File: config.mk
export PLATFORM = sky130hd
export DESIGN_NAME = keypad_chord_combiner
export DESIGN_NICKNAME = d
export VERILOG_FILES = /design/src/hdl/kcc_pkg.sv /design/src/hdl/kcc_front.sv /design/src/hdl/kcc_queue.sv /design/src/hdl/kcc_back.sv /design/src/hdl/keypad_chord_combiner.sv
export SDC_FILE = /design/constraint.sdc
export NUM_CORES = 1
export LEC_CHECK = 0
export BUFFER_PORTS_ARGS = -buffer_cell sky130_fd_sc_hd__clkbuf_2
export CORE_ASPECT_RATIO = 0.6
export CORE_MARGIN = 10
export CORE_UTILIZATION = 50
export CTS_CLUSTER_SIZE = 20
export DETAILED_ROUTE_END_ITERATION = 12
export PLACE_DENSITY_LB_ADDON = 0.12
export SLEW_MARGIN = 20
export SYNTH_ARGS = -nofsm -noshare
export SYNTH_HDL_FRONTEND = slang
export SYNTH_SLANG_ARGS = --single-unit
File: constraint.sdc
create_clock -name clk -period 3.1 [get_ports clk]
set_clock_uncertainty 0.2 [all_clocks]
set_input_delay 0.31 -clock clk [delete_from_list [all_inputs] [get_ports clk]]
set_output_delay 0.31 -clock clk [all_outputs]
set_load 0.1 [all_outputs]
File: src/hdl/kcc_pkg.sv
// ----------------------------------------------------------------------------
// kcc_pkg: shared types and constants of the keypad chord combiner
// Event and report records, event kinds and the fixed matrix geometry.
// ----------------------------------------------------------------------------
package kcc_pkg;

	localparam int POS_W = 6;
	localparam int COL_W = 3;

	// Columns at or above this limit never take part in a chord.
	localparam logic [COL_W-1:0] COLUMN_LIMIT = 3'd6;

	// A chord is two switches seven positions apart, the lower one below 38.
	localparam int CHORD_LOW_LIMIT = 38;
	localparam int CHORD_DISTANCE  = 7;

	localparam int QUEUE_DEPTH = 2;
	localparam int QUEUE_AW    = (QUEUE_DEPTH > 1) ? $clog2(QUEUE_DEPTH) : 1;
	localparam int QUEUE_CW    = $clog2(QUEUE_DEPTH + 1);

	typedef enum logic [1:0] {
		KIND_PASS,
		KIND_PRESS,
		KIND_RELEASE
	} kind_t;

	typedef struct packed {
		kind_t            kind;
		logic [POS_W-1:0] position;
		logic             pressed;
	} event_t;

	typedef struct packed {
		logic [POS_W-1:0] position;
		logic             pressed;
		logic             chord;
		logic             last;
	} report_t;

endpackage

File: src/hdl/kcc_front.sv
// ----------------------------------------------------------------------------
// kcc_front: input stage of the keypad chord combiner
// Accepts key change transactions, sorts them into pass-through, press and
// release events and hands them to the event queue.
// ----------------------------------------------------------------------------
module kcc_front #(
	parameter int CHORD_AREA = 48
) (
	input  logic                     clk,
	input  logic                     arst_n,
	input  logic                     key_valid,
	output logic                     key_stall,
	input  logic [kcc_pkg::POS_W-1:0] key_position,
	input  logic                     is_pressed,
	output logic                     push_valid,
	output kcc_pkg::event_t          push_data,
	input  logic                     push_full
);
	import kcc_pkg::*;

	localparam int AREA_W = POS_W + 1;
	localparam logic [AREA_W-1:0] AREA_LIMIT = AREA_W'(CHORD_AREA);

	logic   valid_s1;
	event_t evt_s1;
	event_t evt_in;
	logic   accept;
	logic   is_pass;

	always_comb begin
		is_pass = ({1'b0, key_position} >= AREA_LIMIT) ||
		          (key_position[COL_W-1:0] >= COLUMN_LIMIT);
		evt_in.position = key_position;
		evt_in.pressed  = is_pressed;
		if (is_pass) begin
			evt_in.kind = KIND_PASS;
		end else if (is_pressed) begin
			evt_in.kind = KIND_PRESS;
		end else begin
			evt_in.kind = KIND_RELEASE;
		end
	end

	assign key_stall  = valid_s1 && push_full;
	assign accept     = key_valid && !key_stall;
	assign push_valid = valid_s1;
	assign push_data  = evt_s1;

	always_ff @(posedge clk or negedge arst_n) begin
		if (!arst_n) begin
			valid_s1 <= 1'b0;
		end else if (accept) begin
			valid_s1 <= 1'b1;
		end else if (!push_full) begin
			valid_s1 <= 1'b0;
		end
	end

	always_ff @(posedge clk) begin
		if (accept) begin
			evt_s1 <= evt_in;
		end
	end

endmodule

File: src/hdl/kcc_queue.sv
// ----------------------------------------------------------------------------
// kcc_queue: event queue of the keypad chord combiner
// Short first-in first-out buffer that lets the input stage and the mask
// engine stall independently of each other.
// ----------------------------------------------------------------------------
module kcc_queue (
	input  logic            clk,
	input  logic            arst_n,
	input  logic            push_valid,
	input  kcc_pkg::event_t push_data,
	output logic            push_full,
	output logic            pop_valid,
	output kcc_pkg::event_t pop_data,
	input  logic            pop_ready
);
	import kcc_pkg::*;

	event_t              mem_q [QUEUE_DEPTH];
	logic [QUEUE_AW-1:0] wr_ptr_q;
	logic [QUEUE_AW-1:0] rd_ptr_q;
	logic [QUEUE_CW-1:0] count_q;
	logic                push;
	logic                pop;

	function automatic logic [QUEUE_AW-1:0] next_ptr(input logic [QUEUE_AW-1:0] ptr);
		next_ptr = (ptr == QUEUE_AW'(QUEUE_DEPTH - 1)) ? '0 : ptr + 1'b1;
	endfunction

	assign push_full = (count_q == QUEUE_CW'(QUEUE_DEPTH));
	assign pop_valid = (count_q != '0);
	assign pop_data  = mem_q[rd_ptr_q];
	assign push      = push_valid && !push_full;
	assign pop       = pop_ready && pop_valid;

	always_ff @(posedge clk or negedge arst_n) begin
		if (!arst_n) begin
			wr_ptr_q <= '0;
			rd_ptr_q <= '0;
			count_q  <= '0;
		end else begin
			if (push) begin
				wr_ptr_q <= next_ptr(wr_ptr_q);
			end
			if (pop) begin
				rd_ptr_q <= next_ptr(rd_ptr_q);
			end
			if (push && !pop) begin
				count_q <= count_q + 1'b1;
			end else if (pop && !push) begin
				count_q <= count_q - 1'b1;
			end
		end
	end

	always_ff @(posedge clk) begin
		if (push) begin
			mem_q[wr_ptr_q] <= push_data;
		end
	end

endmodule

File: src/hdl/kcc_back.sv
// ----------------------------------------------------------------------------
// kcc_back: mask engine of the keypad chord combiner
// Keeps the held and seen masks, decides single keys and chords when the
// last switch opens, and issues up to two reports per event.
// ----------------------------------------------------------------------------
module kcc_back #(
	parameter int CHORD_AREA = 48
) (
	input  logic                      clk,
	input  logic                      arst_n,
	input  logic                      pop_valid,
	input  kcc_pkg::event_t           pop_data,
	output logic                      pop_ready,
	output logic                      report_valid,
	input  logic                      report_stall,
	output logic [kcc_pkg::POS_W-1:0] report_position,
	output logic                      report_pressed,
	output logic                      is_chord,
	output logic                      last_of_run
);
	import kcc_pkg::*;

	logic [CHORD_AREA-1:0] held_q;
	logic [CHORD_AREA-1:0] seen_q;
	logic                  out_valid_q;
	report_t               out_q;
	logic                  pend_valid_q;
	report_t               pend_q;

	logic [CHORD_AREA-1:0] key_bit;
	logic [CHORD_AREA-1:0] held_clr;
	logic [CHORD_AREA-1:0] low_mask;
	logic [CHORD_AREA-1:0] pair_low;
	logic                  held_empty;
	logic                  single;
	logic                  chord;
	logic [POS_W-1:0]      chord_pos;
	logic                  load;
	logic                  take;
	logic                  first_valid;
	logic                  second_valid;
	report_t               first;
	report_t               second;

	assign load      = !out_valid_q || !report_stall;
	assign pop_ready = load && !pend_valid_q;
	assign take      = pop_ready && pop_valid;

	always_comb begin
		key_bit    = CHORD_AREA'(1) << pop_data.position;
		held_clr   = held_q & ~key_bit;
		held_empty = (held_clr == '0);
		single     = (seen_q != '0) && ((seen_q & (seen_q - 1'b1)) == '0);

		// A chord leaves exactly one bit x with both x and x+7 seen, and
		// nothing else in the seen mask.
		for (int i = 0; i < CHORD_AREA; i++) begin
			low_mask[i] = (i < CHORD_LOW_LIMIT);
		end
		pair_low = seen_q & (seen_q >> CHORD_DISTANCE) & low_mask;
		chord    = (pair_low != '0) && ((pair_low & (pair_low - 1'b1)) == '0) &&
		           (seen_q == (pair_low | (pair_low << CHORD_DISTANCE)));
		chord_pos = '0;
		for (int i = 0; i < CHORD_AREA; i++) begin
			if (pair_low[i]) begin
				chord_pos = chord_pos | POS_W'(i);
			end
		end
	end

	always_comb begin
		first_valid  = 1'b0;
		second_valid = 1'b0;
		first        = '{position: pop_data.position, pressed: 1'b1, chord: 1'b0,
		                 last: 1'b0};
		second       = '{position: pop_data.position, pressed: 1'b0, chord: 1'b0,
		                 last: 1'b1};
		case (pop_data.kind)
			KIND_PASS: begin
				first_valid   = 1'b1;
				first.pressed = pop_data.pressed;
				first.last    = 1'b1;
			end
			KIND_RELEASE: begin
				if (held_empty && single) begin
					first_valid  = 1'b1;
					second_valid = 1'b1;
				end else if (held_empty && chord) begin
					first_valid     = 1'b1;
					second_valid    = 1'b1;
					first.position  = chord_pos;
					first.chord     = 1'b1;
					second.position = chord_pos;
					second.chord    = 1'b1;
				end
			end
			default: begin
			end
		endcase
	end

	always_ff @(posedge clk or negedge arst_n) begin
		if (!arst_n) begin
			held_q       <= '0;
			seen_q       <= '0;
			out_valid_q  <= 1'b0;
			pend_valid_q <= 1'b0;
		end else begin
			if (take) begin
				case (pop_data.kind)
					KIND_PRESS: begin
						held_q <= held_q | key_bit;
						seen_q <= seen_q | key_bit;
					end
					KIND_RELEASE: begin
						held_q <= held_clr;
						if (held_empty) begin
							seen_q <= '0;
						end
					end
					default: begin
					end
				endcase
			end
			if (load) begin
				if (pend_valid_q) begin
					out_valid_q  <= 1'b1;
					pend_valid_q <= 1'b0;
				end else if (take) begin
					out_valid_q  <= first_valid;
					pend_valid_q <= second_valid;
				end else begin
					out_valid_q <= 1'b0;
				end
			end
		end
	end

	always_ff @(posedge clk) begin
		if (load) begin
			if (pend_valid_q) begin
				out_q <= pend_q;
			end else if (take) begin
				out_q  <= first;
				pend_q <= second;
			end
		end
	end

	assign report_valid    = out_valid_q;
	assign report_position = out_q.position;
	assign report_pressed  = out_q.pressed;
	assign is_chord        = out_q.chord;
	assign last_of_run     = out_q.last;

endmodule

File: src/hdl/keypad_chord_combiner.sv
// ----------------------------------------------------------------------------
// keypad_chord_combiner: key matrix event to key report converter
// Passes edge keys through and merges two-switch chords into one press and release report pair.
// ----------------------------------------------------------------------------
// Input channel key_*: one transaction per switch change, position and state.
// Output channel report_*: key reports; last_of_run marks the final report
// that one input transaction causes.
// Both channels transfer when valid is high and stall is low.
// The first report of a transaction passes the input register, the queue and
// the report register before it can be taken.
// One transaction per cycle while report_stall is low and each causes at most
// one report; one with two reports holds the engine until its second is loaded,
// as the single report register issues one report per cycle.
// A two-entry queue between input stage and engine absorbs short bursts.
// Reset clears the held and seen masks, the queue and all three valid flags.
// While report_stall is high the report holds and the queue fills; key_stall
// rises once the queue and the input register are full.
// ----------------------------------------------------------------------------
module keypad_chord_combiner #(
	parameter int CHORD_AREA = 48
) (
	input  logic                      clk,
	input  logic                      arst_n,
	input  logic                      key_valid,
	output logic                      key_stall,
	input  logic [kcc_pkg::POS_W-1:0] key_position,
	input  logic                      is_pressed,
	output logic                      report_valid,
	input  logic                      report_stall,
	output logic [kcc_pkg::POS_W-1:0] report_position,
	output logic                      report_pressed,
	output logic                      is_chord,
	output logic                      last_of_run
);
	import kcc_pkg::*;

	logic   push_valid;
	event_t push_data;
	logic   push_full;
	logic   pop_valid;
	event_t pop_data;
	logic   pop_ready;

	kcc_front #(
		.CHORD_AREA(CHORD_AREA)
	) u_front (
		.clk          (clk),
		.arst_n       (arst_n),
		.key_valid    (key_valid),
		.key_stall    (key_stall),
		.key_position (key_position),
		.is_pressed   (is_pressed),
		.push_valid   (push_valid),
		.push_data    (push_data),
		.push_full    (push_full)
	);

	kcc_queue u_queue (
		.clk        (clk),
		.arst_n     (arst_n),
		.push_valid (push_valid),
		.push_data  (push_data),
		.push_full  (push_full),
		.pop_valid  (pop_valid),
		.pop_data   (pop_data),
		.pop_ready  (pop_ready)
	);

	kcc_back #(
		.CHORD_AREA(CHORD_AREA)
	) u_back (
		.clk             (clk),
		.arst_n          (arst_n),
		.pop_valid       (pop_valid),
		.pop_data        (pop_data),
		.pop_ready       (pop_ready),
		.report_valid    (report_valid),
		.report_stall    (report_stall),
		.report_position (report_position),
		.report_pressed  (report_pressed),
		.is_chord        (is_chord),
		.last_of_run     (last_of_run)
	);

endmodule
==> results.sh <==
export IMPL_syn_area_per_cell_um2=9.09
export IMPL_fp_coreArea_um2=18100
export IMPL_io_pin_count=22
export IMPL_grt_max_degree=56
export IMPL_rsz0062_at_grt="yes"
export IMPL_dp_hpwl_um=29000
export IMPL_status="finished, violations left"
export IMPL_ys_seq_elements=146
export IMPL_final_area_um2=13000
export IMPL_via_per_inst=6.58
export IMPL_clk_latency_ns=0.44
export IMPL_crit_arrival_ns=3.57
export IMPL_reg2reg_slack_ns=-0.39
export IMPL_yosysWarnings=0
export IMPL_ir_worst_vdd_v=0.00110
export IMPL_synth_seq_area_share=0.419
export IMPL_synth_cell_types=84
export IMPL_worstPathRequired_ns=3.18
export IMPL_final_max_slew_viol_count=0
export IMPL_dpl_instance_area_um2=11800
export IMPL_numPortBuffers=21
export IMPL_finalCriticalPeriod_ns=3.49
export IMPL_first_global_vias=9479
export IMPL_drt_initial_drc_count=1445
export IMPL_layout_commonest_cell="buf_4"
export IMPL_htreeDepth=4
export IMPL_grt_overflow=0
export IMPL_syn_nets=1031
export IMPL_multi_input_area_um2=5520
export IMPL_p_per_area_nw_per_um2=1280
export IMPL_timing_hold_ws_ns=0.244
export IMPL_drive_gt1_frac=0.370
export IMPL_violations="negative setup slack"
export IMPL_drc=0
export IMPL_leakagePower_nw=5.55
export IMPL_cts_tree="built"
export IMPL_vias=10200
export IMPL_wl_per_cell_um=25.1
export IMPL_fin_crit_sh=1.13
export IMPL_track_usage=0.305
export IMPL_place_congestion=1.12
export IMPL_clkSlewWorstSetupHoldPaths_ns=0.06
export IMPL_postRouteAntennaNets=0
export IMPL_p_total_mw=16.6
export IMPL_drt_wl_total_um=38700
export IMPL_cts_num_sinks=146
export IMPL_finalNetCount=1305
export IMPL_row_count=38
export IMPL_final_util=0.716
export IMPL_cts_root_buf="clkbuf_16"
export IMPL_regArea_um2=3870
export IMPL_yosys_area_top_type_share=0.279
export IMPL_tightest_slew_ns=0.730
export IMPL_cts_buffer_depth=2
export IMPL_start_kind="flop"
export IMPL_maxSlewHeadroom=0.511
export IMPL_setup_viol=64
export IMPL_die_area_um2=24500
export IMPL_cts_buffers=17
export IMPL_hold_path_class="primary input to asynchronous set/reset pin"
export IMPL_fillCellCount=1367
export IMPL_synthCells=1017
export IMPL_areaGrowthSynthToFinish_pct=40.3
export IMPL_antenna_found_initial=0
export IMPL_critical_path_max_fanout=8
export IMPL_crit_path_end_kind="flop"
export IMPL_path_class="flop to flop"
export IMPL_antennaDiodeCount=0
export IMPL_ys_flop_type="dfrtp_1"
export IMPL_firstDrtPassIters=6
export IMPL_chipWidth_um=196
export IMPL_drv_cap=0
export IMPL_grt_pass1_wl_um=58200
export IMPL_die_h_um=125
export IMPL_synthTopCellsByArea="dfrtp_1, edfxtp_1, o2bb2ai_1"
export IMPL_start_util=0.510
export IMPL_synth_edf_count=43
export IMPL_fmax_mhz=286
export IMPL_async_reset_ff_frac=0.705
export IMPL_synth_top_cell_by_area="dfrtp_1"
export IMPL_timing_hold_violations_final=0
export IMPL_synth_area_um2=9240
export IMPL_most_common_layout_cells="buf_4, dfrtp_1, nand2_1, nor2_1, o21ai_0"
export IMPL_layout_setup_ws_ns=-0.391
==> routing by layer <==
layer | vias up | GRT usage | wire (µm)
li1 | 4468 | - | -
met1 | 4951 | 0.452 | 17300
met4 | 0 | 0.0456 | 323
met5 | - | 0 | 0
met3 | 42 | 0.148 | 6130
met2 | 706 | 0.391 | 14900
==> worst max-delay path: stages (launching register included) <==
cell     delay (ns)
dfrtp_1        0.41
buf_4          0.15
or3_1          0.40
and2_1         0.21
o21a_1         0.17
or4_4          0.55
nor4_4         0.31
nand4_2        0.21
buf_6          0.20
nor3_4         0.17
buf_4          0.16
mux2i_1        0.20
==> logic make-up after synthesis <==
family,after synthesis,share of synthesized area
simple gates,421,0.259
compound gates,319,0.243
flops,146,0.419
buf+inv,101,0.0463
mux,19,0.0208
xor+xnor,6,0.00569
fa+ha+maj,5,0.00623
==> layout make-up <==
cell class | count | area share
clock buffers | 18 | 0.0331
inverters | 21 | 0.00608
clock inverters | 14 | 0.0138
flip-flops and latches | 146 | 0.298
well taps | 240 | 0.0231
multi-input cells | 770 | 0.425
repair buffers | 335 | 0.200
==> power by group <==
part / switching (mW) / internal (mW)
registers: 0.669 / 2.77
logic: 6.28 / 4.70
clock network: 0.899 / 1.28
total: 7.85 / 8.75
==> worst paths after layout <==
path,endpoint,start,depth (start not counted)
max in group asynchronous,u_back.seen_q[30],arst_n,3
min reg2reg,u_queue.mem_q[1][8],u_front.push_data[8],0
min,asynchronous set/reset pin,arst_n,2
min in group clk,u_queue.mem_q[1][8],u_front.push_data[8],0
max,u_back.pend_q[8],u_queue.rd_ptr_q,11
max reg2reg,u_back.pend_q[8],u_queue.rd_ptr_q,11
==> per-stage QoR <==
step / cells / setup TNS, ns / worst slack, ns
after floorplan: 1017 / -6.55 / -0.211
after global placement: 1489 / -31.69 / -0.586
after detailed placement: 1489 / -29.71 / -0.521
after CTS: 1537 / -17.86 / -0.329
after global routing: 1544 / -26.57 / -0.525
final: 1544 / -19.97 / -0.391
==> what timing repair did <==
action | in CTS | in global routing
gates cloned | 0 | 0
pin swaps | 11 | 23
resized for setup | 46 | 35
hold buffers | 10 | 0
buffers inserted | 6 | 7
setup endpoints to repair | 64 | 64
endpoints found under the hold margin | 58 | 0
==> synth_stat cells (7+ instances only) <==
master and count:
nor3_1 27, o31ai_1 18, or3_1 17, buf_2 9
nor4_1 28, a222oi_1 7, and3_1 7, nand2b_1 29
o21ai_0 65, edfxtp_1 43, a31oi_1 13, nand3b_1 7
a22o_1 8, dfrtp_1 103, o21a_1 18, o22ai_1 14
clkbuf_1 64, a22oi_1 12, and2_1 9, a21oi_1 54
a2111oi_0 7, nand3_1 28, nand4_1 29, and4_1 8
nor3b_1 19, o2bb2ai_1 47, or2_2 11, mux2i_1 17
nand2_1 92, inv_1 21, nor2_1 66
No activity file was read; power rests on OpenSTA's default activity.
